## config.mk

```make
export PLATFORM = sky130hd
export DESIGN_NAME = dram_interface_bank_row_tracker
export DESIGN_NICKNAME = d
export VERILOG_FILES = /design/src/sv/dibrt_pkg.sv /design/src/sv/dibrt_bank_table.sv /design/src/sv/dibrt_ctrl.sv /design/src/sv/dram_interface_bank_row_tracker.sv
export SDC_FILE = /design/constraint.sdc
export NUM_CORES = 1
export LEC_CHECK = 0
export BUFFER_PORTS_ARGS = -buffer_cell sky130_fd_sc_hd__buf_2
export CORE_MARGIN = 1
export CORE_UTILIZATION = 62
export CTS_BUF_LIST = sky130_fd_sc_hd__clkbuf_4 sky130_fd_sc_hd__clkbuf_8
export DETAILED_ROUTE_END_ITERATION = 8
export GPL_TIMING_DRIVEN = 0
export PLACE_DENSITY = 0.81
export SKIP_CTS_REPAIR_TIMING = 1
export SLEW_MARGIN = 40
export SYNTH_ARGS = -nofsm -noshare
export SYNTH_HDL_FRONTEND = slang
export SYNTH_SLANG_ARGS = --single-unit
```

## constraint.sdc

```tcl
create_clock -name clk_i -period 5.39 [get_ports clk_i]
set_clock_uncertainty 0.2 [all_clocks]
set_input_delay 0.539 -clock clk_i [delete_from_list [all_inputs] [get_ports clk_i]]
set_output_delay 0.539 -clock clk_i [all_outputs]
set_load 0.005 [all_outputs]
```

## src/sv/dibrt_pkg.sv

```systemverilog
// Package for the DRAM interface bank/row tracker: request and result
// types, action and register word codes, address decode constants.
// No dependencies.
`default_nettype none

package dibrt_pkg;

  localparam int unsigned NumBanks = 8;
  localparam int unsigned NumWords = 6;
  localparam int unsigned BankW    = 3;
  localparam int unsigned RowW     = 9;
  localparam int unsigned TimeW    = 64;
  localparam int unsigned CountW   = 8;

  localparam logic [31:0] LowLimit   = 32'h0080_0000;
  localparam logic [31:0] ErrLimit   = 32'h03f0_0000;
  localparam logic [31:0] ActiveCode = 32'h0000_0014;
  localparam int unsigned RefreshEnBit = 17;
  localparam logic [2:0]  HighAccessErr = 3'b100;

  typedef enum logic [2:0] {
    ActRegRead  = 3'd0,
    ActRegWrite = 3'd1,
    ActAccess   = 3'd2,
    ActProbe    = 3'd3,
    ActRefresh  = 3'd4,
    ActTick     = 3'd5
  } action_e;

  // register word indexes (reg_offset bits 4..2)
  localparam logic [2:0] WordCtrl    = 3'd0;
  localparam logic [2:0] WordStatus  = 3'd2;
  localparam logic [2:0] WordMode    = 3'd3;
  localparam logic [2:0] WordRefresh = 3'd4;
  localparam logic [2:0] WordError   = 3'd6;
  localparam logic [2:0] WordBanks   = 3'd7;

  typedef struct packed {
    logic [2:0]       action;
    logic [31:0]      address;
    logic             is_write;
    logic [4:0]       reg_offset;
    logic [31:0]      write_data;
    logic [TimeW-1:0] timestamp;
  } req_t;

  typedef struct packed {
    logic [31:0]       read_data;
    logic              row_is_open;
    logic [TimeW-1:0]  access_time;
    logic [CountW-1:0] refresh_count;
    logic              refresh_started;
  } rsp_t;

  // command from the control block to the bank table
  typedef struct packed {
    logic             access;
    logic [BankW-1:0] bank;
    logic [RowW-1:0]  row;
    logic             is_write;
    logic [TimeW-1:0] stamp;
    logic             invalidate;
    logic             mark_dirty;
  } bank_cmd_t;

  // bank table status back to the control block
  typedef struct packed {
    logic [NumBanks-1:0] valid;
    logic [NumBanks-1:0] dirty;
    logic                hit;
    logic [TimeW-1:0]    last_time;
  } bank_sts_t;

endpackage

`default_nettype wire

```

## src/sv/dibrt_bank_table.sv

```systemverilog
// Eight-bank open-row table: valid, dirty, open row and last access time.
// Depends on dibrt_pkg.
`default_nettype none

module dibrt_bank_table (
  input  wire logic                 clk_i,
  input  wire logic                 rst_ni,
  input  wire dibrt_pkg::bank_cmd_t cmd_i,
  output      dibrt_pkg::bank_sts_t sts_o
);

  logic [dibrt_pkg::NumBanks-1:0] valid_q, valid_d;
  logic [dibrt_pkg::NumBanks-1:0] dirty_q, dirty_d;
  logic [dibrt_pkg::RowW-1:0]     row_q [dibrt_pkg::NumBanks];
  logic [dibrt_pkg::TimeW-1:0]    time_q [dibrt_pkg::NumBanks];
  logic                           miss;

  assign miss = !valid_q[cmd_i.bank] || (row_q[cmd_i.bank] != cmd_i.row);

  always_comb begin
    valid_d = valid_q;
    dirty_d = dirty_q;
    if (cmd_i.invalidate) begin
      valid_d = '0;
    end
    if (cmd_i.mark_dirty) begin
      dirty_d = '1;
    end
    if (cmd_i.access) begin
      if (miss) begin
        valid_d[cmd_i.bank] = 1'b1;
        dirty_d[cmd_i.bank] = 1'b0;
      end
      if (cmd_i.is_write) begin
        dirty_d[cmd_i.bank] = 1'b1;
      end
    end
  end

  always_ff @(posedge clk_i or negedge rst_ni) begin
    if (!rst_ni) begin
      valid_q <= '0;
      dirty_q <= '0;
      for (int i = 0; i < dibrt_pkg::NumBanks; i++) begin
        time_q[i] <= '0;
      end
    end else begin
      valid_q <= valid_d;
      dirty_q <= dirty_d;
      if (cmd_i.access) begin
        time_q[cmd_i.bank] <= cmd_i.stamp;
      end
    end
  end

  // row is only compared while the bank is valid
  always_ff @(posedge clk_i) begin
    if (cmd_i.access && miss) begin
      row_q[cmd_i.bank] <= cmd_i.row;
    end
  end

  assign sts_o.valid     = valid_q;
  assign sts_o.dirty     = dirty_q;
  assign sts_o.hit       = !miss;
  assign sts_o.last_time = time_q[cmd_i.bank];

endmodule

`default_nettype wire

```

## src/sv/dibrt_ctrl.sv

```systemverilog
// Request decode, register file, error bits, bus-active flag and refresh
// counter; builds the bank table command and the result word.
// Depends on dibrt_pkg.
`default_nettype none

module dibrt_ctrl (
  input  wire logic                 clk_i,
  input  wire logic                 rst_ni,
  input  wire logic                 en_i,
  input  wire dibrt_pkg::req_t      req_i,
  input  wire dibrt_pkg::bank_sts_t sts_i,
  output      dibrt_pkg::bank_cmd_t cmd_o,
  output      dibrt_pkg::rsp_t      rsp_o
);

  logic [31:0] words_q [dibrt_pkg::NumWords];
  logic [31:0] words_d [dibrt_pkg::NumWords];
  logic        loaded_q, loaded_d;
  logic        active_q, active_d;
  logic [2:0]  err_q, err_d;
  logic [dibrt_pkg::CountW-1:0] cnt_q, cnt_d;

  logic [2:0]  word;
  logic        low_addr;
  logic        any_dirty;
  logic        refresh_ok;

  assign word       = req_i.reg_offset[4:2];
  assign low_addr   = req_i.address < dibrt_pkg::LowLimit;
  assign any_dirty  = |(sts_i.valid & sts_i.dirty);
  assign refresh_ok = words_q[dibrt_pkg::WordRefresh][dibrt_pkg::RefreshEnBit] && active_q &&
                      (cnt_q == '0);

  always_comb begin
    words_d  = words_q;
    loaded_d = loaded_q;
    active_d = active_q;
    err_d    = err_q;
    cnt_d    = cnt_q;

    cmd_o            = '0;
    cmd_o.bank       = req_i.address[22:20];
    cmd_o.row        = req_i.address[19:11];
    cmd_o.is_write   = req_i.is_write;
    cmd_o.stamp      = req_i.timestamp;

    rsp_o = '0;

    if (en_i) begin
      case (req_i.action)
        dibrt_pkg::ActRegRead: begin
          case (word)
            dibrt_pkg::WordStatus: begin
              rsp_o.read_data = {27'd0, words_q[dibrt_pkg::WordMode][4],
                                 words_q[dibrt_pkg::WordCtrl][3], 2'b11, err_q[0]};
            end
            dibrt_pkg::WordError: begin
              rsp_o.read_data = {29'd0, err_q};
            end
            dibrt_pkg::WordBanks: begin
              rsp_o.read_data = {16'd0, sts_i.dirty, sts_i.valid};
            end
            default: begin
              for (int i = 0; i < dibrt_pkg::NumWords; i++) begin
                if (word == 3'(i)) begin
                  rsp_o.read_data = words_q[i];
                end
              end
            end
          endcase
        end
        dibrt_pkg::ActRegWrite: begin
          case (word)
            dibrt_pkg::WordError: begin
              err_d = '0;
            end
            dibrt_pkg::WordBanks: begin
              cmd_o.invalidate = 1'b1;
              cmd_o.mark_dirty = 1'b1;
            end
            default: begin
              for (int i = 0; i < dibrt_pkg::NumWords; i++) begin
                if (word == 3'(i)) begin
                  words_d[i] = req_i.write_data;
                end
              end
              if (word == dibrt_pkg::WordStatus) begin
                loaded_d = 1'b1;
              end
              if (word == dibrt_pkg::WordStatus || word == dibrt_pkg::WordMode) begin
                active_d = loaded_d &&
                           (words_d[dibrt_pkg::WordMode] == dibrt_pkg::ActiveCode);
              end
            end
          endcase
        end
        dibrt_pkg::ActAccess: begin
          if (!low_addr) begin
            if (req_i.address < dibrt_pkg::ErrLimit) begin
              err_d = err_q | dibrt_pkg::HighAccessErr;
            end
          end else begin
            cmd_o.access = active_q;
          end
        end
        dibrt_pkg::ActProbe: begin
          if (!low_addr) begin
            rsp_o.row_is_open = 1'b1;
            rsp_o.access_time = req_i.timestamp;
          end else begin
            rsp_o.row_is_open = !active_q || sts_i.hit;
            rsp_o.access_time = sts_i.last_time;
          end
        end
        dibrt_pkg::ActRefresh: begin
          if (refresh_ok) begin
            cmd_o.invalidate      = 1'b1;
            rsp_o.refresh_started = 1'b1;
            cnt_d = any_dirty ? words_q[dibrt_pkg::WordRefresh][15:8]
                              : words_q[dibrt_pkg::WordRefresh][7:0];
          end
        end
        dibrt_pkg::ActTick: begin
          if (cnt_q != '0) begin
            cnt_d = cnt_q - 8'd1;
          end
        end
        default: begin
        end
      endcase
    end

    rsp_o.refresh_count = cnt_d;
  end

  always_ff @(posedge clk_i or negedge rst_ni) begin
    if (!rst_ni) begin
      for (int i = 0; i < dibrt_pkg::NumWords; i++) begin
        words_q[i] <= '0;
      end
      loaded_q <= 1'b0;
      active_q <= 1'b0;
      err_q    <= '0;
      cnt_q    <= '0;
    end else begin
      words_q  <= words_d;
      loaded_q <= loaded_d;
      active_q <= active_d;
      err_q    <= err_d;
      cnt_q    <= cnt_d;
    end
  end

endmodule

`default_nettype wire

```

## src/sv/dram_interface_bank_row_tracker.sv

```systemverilog
// Top level of the DRAM interface bank/row tracker: input register, control
// and bank table, result register. Depends on dibrt_pkg, dibrt_ctrl and
// dibrt_bank_table.
`default_nettype none

// One request is taken per clock (busy stays low) and each request gives
// exactly one result. A request accepted at a clock edge is applied to the
// register file and bank table during the next cycle, and its result is
// driven with done_o high during the cycle after that, as set by the input
// register and the result register around the single update stage. The
// receiver cannot stall; results are shown for one cycle.
module dram_interface_bank_row_tracker (
  input  wire logic            clk_i,
  input  wire logic            rst_ni,
  input  wire logic            start,
  output      logic            busy,
  input  wire dibrt_pkg::req_t req_i,
  output      logic            done_o,
  output      dibrt_pkg::rsp_t rsp_o
);

  dibrt_pkg::req_t      req_q;
  logic                 vld_q;
  dibrt_pkg::rsp_t      rsp_d, rsp_q;
  logic                 done_q;
  dibrt_pkg::bank_cmd_t bank_cmd;
  dibrt_pkg::bank_sts_t bank_sts;
  logic                 accept;

  assign busy   = 1'b0;
  assign accept = start && !busy;

  always_ff @(posedge clk_i or negedge rst_ni) begin
    if (!rst_ni) begin
      vld_q  <= 1'b0;
      done_q <= 1'b0;
    end else begin
      vld_q  <= accept;
      done_q <= vld_q;
    end
  end

  always_ff @(posedge clk_i) begin
    if (accept) begin
      req_q <= req_i;
    end
    if (vld_q) begin
      rsp_q <= rsp_d;
    end
  end

  dibrt_ctrl u_ctrl (
    .clk_i  (clk_i),
    .rst_ni (rst_ni),
    .en_i   (vld_q),
    .req_i  (req_q),
    .sts_i  (bank_sts),
    .cmd_o  (bank_cmd),
    .rsp_o  (rsp_d)
  );

  dibrt_bank_table u_banks (
    .clk_i  (clk_i),
    .rst_ni (rst_ni),
    .cmd_i  (bank_cmd),
    .sts_o  (bank_sts)
  );

  assign done_o = done_q;
  assign rsp_o  = rsp_q;

  // every accepted request produces a result once it has passed the input and result registers
  a_done_follows: assert property (@(posedge clk_i) disable iff (!rst_ni)
    accept |=> ##1 done_o)
    else $error("request accepted without a result");

  // no bank is touched unless the control stage holds a request
  a_no_idle_update: assert property (@(posedge clk_i) disable iff (!rst_ni)
    !vld_q |-> !bank_cmd.access && !bank_cmd.invalidate && !bank_cmd.mark_dirty)
    else $error("bank table updated without a request");

  // between back-to-back results the refresh counter only holds or counts down, unless a refresh starts
  a_count_step: assert property (@(posedge clk_i) disable iff (!rst_ni)
    done_o && $past(done_o) && !rsp_o.refresh_started |->
      (rsp_o.refresh_count == $past(rsp_o.refresh_count)) ||
      (rsp_o.refresh_count == $past(rsp_o.refresh_count) - 8'd1))
    else $error("refresh counter jumped without a refresh");

endmodule

`default_nettype wire

```

### Word level (Yosys, flattened, before mapping)

Memories as Yosys holds them, arrays and structs flattened. A register that Yosys moved wholly into a read port is not among the register bits.
Cells that the tools add are included.

* output and inout bits: 108
* memories: 1
* register bits: 946
* bits in writable memories: 72
* input port bits: 140

Memory list
* u_banks.row_q: words 8, bits a word 9, rd ports 1, clocked after Yosys merged registers in 1, write ports 1, line dibrt_bank_table.sv:14 `logic [dibrt_pkg::RowW-1:0] row_q [dibrt_pkg::NumBanks];`

* multiplexer cells: 53
* reduce and logical (&&, ||, !) cells: 27
* equality and inequality tests: 17
* $add $sub $neg: 1
* $lt $le $gt $ge: 6
* bitwise operators: 8

Operators with widths (count)
* bitwise mux 512 bit: 1
* 2-to-1 mux 32 bit: 9
* binary-select mux 64 bit (select 3 bit): 1
* demux 64 bit (select 3 bit): 1
* 2-to-1 mux 64 bit: 3
* 2-to-1 mux 8 bit: 12
* case mux 32 bit (3 select lines): 1
* 2-to-1 mux 65 bit: 1
* == test 32 x 5 -> 1 bit, second input constant: 1
* < comparator 32 x 24 -> 1 bit, second input constant: 1
* < comparator 32 x 26 -> 1 bit, second input constant: 1
* AND reduction 4 bit: 6
* == test 3 bit, second input constant: 6
* AND 8 bit: 2
* OR 8 bit: 2
* case mux 8 bit (2 select lines): 1
* 2-to-1 mux 1 bit: 13
* == test 3 x 2 -> 1 bit, second input constant: 4
* 2-to-1 mux 3 bit: 4
* inequality test 9 bit: 1
* zero test 8 bit: 1
* inverter 8 bit: 1
* nonzero test 8 bit: 1
* OR reduction 8 bit: 1
* 23 further kinds: 37

### Depth between registers and ports, before layout

Gate-level depths: netlist of run 1.

* depth in word-level cells: 12
* mapped depth: 10
* depth with buffers taken out: 9

### Cells and area by module

Synthesis of run 1 repeated with hierarchy kept, for this count alone.

* cells, all modules: 3007
* area, all modules: 42803.6 sq um

Modules (own cells, without submodules)
* dibrt_bank_table: area each 25335.5 sq um, sequential area each 15374.7 sq um, cells an instance 1728, instances 1
* dibrt_ctrl: area each 10109.7 sq um, sequential area each 4279.1 sq um, cells an instance 1032, instances 1
* dram_interface_bank_row_tracker: area each 7358.3 sq um, sequential area each 7347.0 sq um, cells an instance 247, instances 1

### Least setup slack after synthesis of run 1

Ideal clock, no wire load.

* kind: register to register
* from: register vld_q
* to: memory u_banks.row_q[5][0] (netlist bit) (enable)
* required time: 4853 ps
* stages on the path, launching flop included: 9
* clock period less this slack: 4705 ps
* arrival: 4168 ps
* library setup time: 337 ps
* setup slack: 685 ps
* cells stage by stage: dfrtp_1 > nor2b_1 > nand3_1 > or2_1 > buf_2 > nor2b_2 > buf_4 > buf_4 > and2_1

* word-level cells in the longest chain between the ends: 4

RTL lines
* start: declaration: line dram_interface_bank_row_tracker.sv:23 `logic vld_q;`
* start signal: assignment: line dram_interface_bank_row_tracker.sv:38 `vld_q <= accept;`
* 2-to-1 mux 1 bit: line dibrt_ctrl.sv:49 `if (en_i) begin`
* logical AND 1 bit: line dibrt_bank_table.sv:58 `if (cmd_i.access && miss) begin`
* 2-to-1 mux 1 bit: line dibrt_bank_table.sv:58
* 2-to-1 mux 1 bit (implied by the code): line dibrt_bank_table.sv:59 `row_q[cmd_i.bank] <= cmd_i.row;`
* end: declaration: line dibrt_bank_table.sv:14

Every way passes these cells.

### Worst setup path after layout of run 1

* from: register vld_q
* to: memory u_banks.row_q[6][2] (netlist bit) (enable)

The elaborated chain is that of the path after synthesis.

==> impl_metrics.py, run 1 <==
metrics = {
    "floorplanning": {
        "die_w_um": 262,
        "row_count": 94,
        "initial_utilization_pct": 63.1,
        "die_area_um2": 68600,
        "dieHeight_um": 262,
        "core_um2": 66300,
        "ios": 248,
    },
    "power": {
        "leakagePower_uw": 0.0221,
        "p_clk_share_pct": 40.1,
        "power.internal_uw": 12500,
        "power.share.switching_pct": 25.6,
        "irDropWorstVdd_v": 0.000237,
        "total_power_uw": 16800,
        "p_per_area_nw_per_um2": 342,
        "p_switching_uw": 4290,
        "pwr-share-comb_pct": 8.3,
        "seqPwrFrac_pct": 51.6,
    },
    "synthesis": {
        "synth_edf_count": 302,
        "synth_nets": 2957,
        "ys_async_sr_fraction_pct": 69.7,
        "ys_warn_count": 0,
        "ys_ff_latch": 1006,
        "synth-main-ff-cell": "dfrtp_1",
        "synth_cell_type_count": 71,
        "synth_area_um2": 41900,
        "synth_cells": 2815,
        "synth_seq_area_share_pct": 63.7,
        "syn_avg_cell_area_um2": 14.9,
    },
    "sta": {
        "tightest_slew_ps": 959,
        "post-route-period-util_pct": 80.1,
        "setup_viol": 0,
        "max_freq_mhz": 232,
        "setup_slack_ps": 1070,
        "hold_viol": 0,
        "tns_ps": 0,
        "rsz0062_at_grt": "false",
        "slew_headroom_pct": 36.0,
        "min_period_ps": 4320,
        "report.final.slew_viol_count": 0,
    },
    "route": {
        "detail-route-antenna-nets": 0,
        "drtPass1Iterations": 6,
        "vias": 28300,
        "wirelength_um": 119000,
        "via_per_inst": 6.49,
        "drc": 0,
        "drt_iter0_markers": 2884,
        "wire_per_inst_um": 27.3,
    },
    "job": {
        "maxCapViolations": 0,
    },
    "grt": {
        "grtUsageTotal_pct": 34.4,
        "gr-total-overflow": 0,
        "grt_start_max_net_pins": 119,
        "grt_pass1_wl_um": 173000,
        "grt_pass1_vias": 28700,
        "antenna_found_initial": 3,
    },
    "cells_and_area": {
        "fillers": 4114,
        "nets": 3490,
        "mostFrequentLayoutCells": "dfrtp_1 (700), mux2_2 (689), edfxtp_1 (302), buf_2 (294), clkbuf_8 (178)",
        "syn2layout_area_growth_pct": 17.2,
        "final_common_cell": "dfrtp_1",
        "drive_gt1_share_pct": 39.6,
        "utilization_pct": 74.0,
        "instances_no_fill": 4351,
    },
    "cts": {
        "cts_sinks": 1006,
        "cts_buffer_depth": 3,
        "path_clk_slew_ps": 60,
        "cts_tree": "yes",
        "clock-root-buffer": "clkbuf_8",
        "htreeDepth": 4,
        "cts_made_buffers": 160,
        "clock_latency_ps": 830,
    },
    "placed_design": {
        "dp_slack_ps": 1200,
        "gp_congestion": 0.913,
        "dp_cells": 3922,
        "dp_hpwl_um": 75100,
        "port_buffers": 233,
    },
    "critical_path": {
        "cp_max_fo": 36,
        "crit_arrival_ps": 4580,
        "start_kind": "register",
        "worstSetupPathType": "reg -> reg",
        "worst_setup_path_end_kind": "register",
        "required_ps": 5660,
    },
    "run_status": {
        "outcome": "finished, final reports clean",
    },
    "worst_hold_path": {
        "hold_path.class": "in -> reg",
    },
}
[worst paths after layout]
| check | from | slack [ps] | end | cells after the start |
|---|---|---|---|---|
| max | vld_q$_DFF_PN0_ | 1070 | u_banks.row_q[6][2]$_DFFE_PP_ | 7 |
| min | req_i[26] | 210 | req_q[26]$_DFFE_PP_ | 2 |
| max reg2reg | vld_q$_DFF_PN0_ | 1070 | u_banks.row_q[6][2]$_DFFE_PP_ | 7 |
| min reg2reg | u_ctrl.loaded_q$_DFFE_PN0P_ | 260 | u_ctrl.loaded_q$_DFFE_PN0P_ | 1 |
| max in group asynchronous | rst_ni | 2480 | u_banks.time_q[487]$_DFFE_PN0P_ | 7 |
| min in group asynchronous | rst_ni | 490 | u_ctrl.words_q[24]$_DFFE_PN0P_ | 3 |
[per-layer routing]
metal / vias to the layer above / GRT usage [%] / wire, um
li1: 11800 / - / -
met3: 407 / 7.60 / 10200
met2: 1571 / 53.8 / 56800
met1: 14500 / 45.0 / 45500
met5: - / 0 / 11
met4: 2 / 18.9 / 6220
[cells in the mapped netlist (all sizes together) (2+ instances only)]
cell type	instances	area share (%)
mux4	19	1.0
a21oi	56	0.68
edfxtp	302	22
dfrtp	701	42
and2	10	0.15
and3	4	0.060
ha	2	0.060
inv	11	0.099
xnor2	9	0.19
clkbuf	84	0.75
nand3b	5	0.090
nand4	72	1.1
o211a	16	0.38
or2	3	0.045
o21bai	6	0.11
nand2b	2	0.030
o32ai	3	0.063
mux2i	56	1.3
a22oi	149	2.7
nor2	143	1.3
o22ai	21	0.31
nand2	31	0.28
nor4	15	0.27
mux2	690	19
dfxtp	3	0.14
nor3b	6	0.13
a222oi	9	0.22
buf	112	1.6
a22o	71	1.5
nor3	20	0.32
nor2b	8	0.19
nand3	11	0.17
o21ai	82	0.98
a221oi	60	1.3
or3	2	0.030
a31oi	3	0.081
[critical path, cell delays in order, from the launching register on]
cell     delay [ps]
dfrtp_4         780
buf_12          300
nor2b_1         380
nand3_1         340
nor4_1          630
buf_2           490
buf_4           290
and2_1          470
[per-stage QoR]
| stage | area, um2 | hold WS, ps |
|---|---|---|
| floorplan | 41900 | 43.4 |
| global placement | 44100 | 241 |
| detailed placement | 44400 | 210 |
| CTS | 47800 | -680 |
| global route | 49100 | 191 |
| finish | 49100 | 212 |
[state kept, by name (all words and copies together) (netlist names), 8 cells and up, named ones only]
name	count
u_banks.dirty_q	8
u_banks.row_q	72
rsp_o	106
req_q	124
u_banks.valid_q	8
u_ctrl.cnt_q	8
u_banks.time_q	512
u_ctrl.words_q	160
[final cells by class]
type	instances	area, um2	share of cell area [%]
antenna	2	5.00	0.0102
buffer	196	1010	2.06
clock buffer	237	2890	5.89
clock inverter	62	442	0.900
inverter	11	41.3	0.0841
multi-input combinational	1602	14200	28.9
sequential	1006	26700	54.4
tap	864	1080	2.20
timing repair buffer	371	2730	5.57
[cells by family (layout without fill, tap and decap cells)]
group	Yosys count	count (layout)	synth area share, %
adder cells (fa/ha/maj)	2	2	0.0598
AND/OR/NAND/NOR	336	336	4.20
XOR/XNOR	9	9	0.188
buffers and inverters	207	877	2.42
other	1	3	0.00896
AO/OA/AOI/OAI	489	489	8.50
flip-flops	1006	1006	63.7
multiplexers	765	765	20.9
[power groups by stage]
stage	logic, uW	clock network [uW]	registers [uW]
floorplan	728	0	8650
global placement	1220	0	8780
detailed placement	1300	0	8780
CTS	1310	6760	8640
global route	1500	7100	8700
finish	1400	6730	8670
No activity file was read; power rests on OpenSTA's default activity.
==> inputs of run 2 (changes only) <==
clock period = 4.08 ns   (was 5.39 ns; I/O delays follow)
==> impl_metrics.py, run 2 (synthesized netlist as in run 1, its figures left out) <==
metrics = {
    "sta": {
        "min_period_ps": 4080,
        "report.final.slew_viol_count": 0,
        "hold_viol": 0,
        "slew_headroom_pct": 36.1,
        "tightest_slew_ps": 959,
        "max_freq_mhz": 245,
        "setup_viol": 0,
        "post-route-period-util_pct": 99.9,
    },
    "run_status": {
        "outcome": "finished, final reports clean",
    },
    "placed_design": {
        "dpl_cell_area_um2": 44500,
        "gp_congestion": 0.913,
        "port_buffers": 233,
        "dp_hpwl_um": 75500,
    },
    "route": {
        "drc": 0,
        "drt_iter0_markers": 3049,
        "vias": 28300,
        "via_per_inst": 6.50,
        "drtPass1Iterations": 9,
        "wire_per_inst_um": 27.6,
        "detail-route-antenna-nets": 0,
        "wirelength_um": 120000,
    },
    "critical_path": {
        "timing.rr.start": "req_q[133]$_DFFE_PP_",
        "rrSetupSlack_ps": 4,
        "worst_setup_path_end_kind": "register",
        "path_cells": "nor4_4 > nand2_1 > nor2_2 > clkbuf_1 > clkbuf_1 > nand4_1 > o21ai_0 > nor2_1",
        "slowest_stage": "nor4_4",
        "cp-startpoint": "req_q[133]$_DFFE_PP_",
        "crit_arrival_ps": 4440,
        "start_kind": "register",
        "required_ps": 4450,
        "cp_max_fo": 10,
        "worstSetupPathType": "reg -> reg",
        "crit_top_cell": "clkbuf_1",
        "slowest_delay_ps": 630,
    },
    "grt": {
        "grtUsageTotal_pct": 34.9,
        "grt_start_max_net_pins": 113,
        "grt_pass1_wl_um": 176000,
        "gr-total-overflow": 0,
        "antenna_found_initial": 5,
        "grt_pass1_vias": 28700,
    },
    "cells_and_area": {
        "fillers": 4162,
        "syn2layout_area_growth_pct": 17.5,
        "finalInstanceArea_um2": 49200,
        "reg_top3": "u_banks.time_q x512, u_ctrl.words_q x160, req_q x124",
        "regMostFlops": "u_banks.time_q",
        "largest_register_ffs": 512,
        "drive_gt1_share_pct": 39.9,
        "mostFrequentLayoutCells": "dfrtp_1 (700), mux2_2 (689), edfxtp_1 (302), buf_2 (294), clkbuf_8 (186)",
        "final_common_cell": "dfrtp_1",
        "nets": 3493,
    },
    "floorplanning": {
        "dieHeight_um": 262,
        "ios": 248,
        "initial_utilization_pct": 63.1,
        "die_area_um2": 68600,
        "core_um2": 66300,
        "die_w_um": 262,
        "row_count": 94,
    },
    "cts": {
        "path_clk_slew_ps": 70,
        "clock_latency_ps": 850,
        "cts_tree": "yes",
        "cts_made_buffers": 161,
        "htreeDepth": 4,
        "cts_buffer_depth": 3,
        "clock-root-buffer": "clkbuf_8",
        "cts_sinks": 1006,
    },
    "worst_hold_path": {
        "hold_path.class": "in -> async",
    },
    "power": {
        "irDropWorstVdd_v": 0.000384,
        "total_power_uw": 22400,
        "leakagePower_uw": 0.0221,
        "p_per_area_nw_per_um2": 455,
    },
    "job": {
        "maxCapViolations": 0,
    },
}
[run 2: cell count changes in the layout (fill, tap and decap cells not counted), moves of 2 or more]
cell      before  now
inv_6          2    4
clkbuf_4      59   61
clkbuf_8     178  186
clkinv_1      21   10
inv_8          6    2
[run 2: critical path, delay by kind of cell (launching register included)]
family	cells	cell delay, ps
AOI/OAI and AO/OA	1	180
buffers and inverters	2	1230
and+or+nand+nor	5	1720
DFF	1	430
[run 2: area by class of cell]
| class | instances | area [um2] | share of cell area (%) |
|---|---|---|---|
| Antenna cell | 2 | 5.00 | 0.0102 |
| Buffer | 196 | 1010 | 2.05 |
| Clock buffer | 247 | 3020 | 6.13 |
| Clock inverter | 49 | 384 | 0.781 |
| Inverter | 11 | 41.3 | 0.0839 |
| Multi-Input combinational cell | 1602 | 14200 | 28.9 |
| Sequential cell | 1006 | 26700 | 54.2 |
| Tap cell | 864 | 1080 | 2.20 |
| Timing Repair Buffer | 373 | 2770 | 5.63 |
[run 2: metal layers]
| metal | wire length, um | GRT usage, % | vias up |
|---|---|---|---|
| li1 | - | - | 11800 |
| met3 | 10900 | 8.68 | 430 |
| met2 | 57200 | 54.3 | 1529 |
| met4 | 6210 | 18.8 | 6 |
| met1 | 45700 | 45.5 | 14500 |
| met5 | 41 | 0 | - |
[run 2: power by group]
part / internal (uW) / switching (uW)
clock: 4950 / 4130
sequential: 10900 / 504
combinational: 787 / 1070
total: 16700 / 5710
[run 2: final timing paths]
| path | end | depth (start not counted) |
|---|---|---|
| setup / recovery | rsp_o[67]$_SDFFCE_PP0P_ | 8 |
| hold / removal | u_ctrl.words_q[60]$_DFFE_PN0P_ | 3 |
| setup reg to reg | rsp_o[67]$_SDFFCE_PP0P_ | 8 |
| hold reg to reg | u_ctrl.loaded_q$_DFFE_PN0P_ | 1 |
| max in group asynchronous | u_banks.time_q[170]$_DFFE_PN0P_ | 6 |
| min in group clk_i | req_q[5]$_DFFE_PP_ | 2 |
[run 2: metrics by stage]
| step | cells | utilization [%] | hold slack [ps] | setup slack [ps] | TNS, ps |
|---|---|---|---|---|---|
| finish | 4350 | 74.2 | 14.3 | 4.38 | 0 |
| global route | 4349 | 74.2 | 66.9 | -44.0 | -45.7 |
| CTS | 4220 | 72.2 | -866 | -148 | -1340 |
| detailed placement | 3924 | 67.1 | 18.0 | -86.3 | -840 |
| global placement | 3912 | 66.5 | 241 | -12330 | -8378890 |
| floorplan | 2815 | - | -87.6 | 404 | 0 |
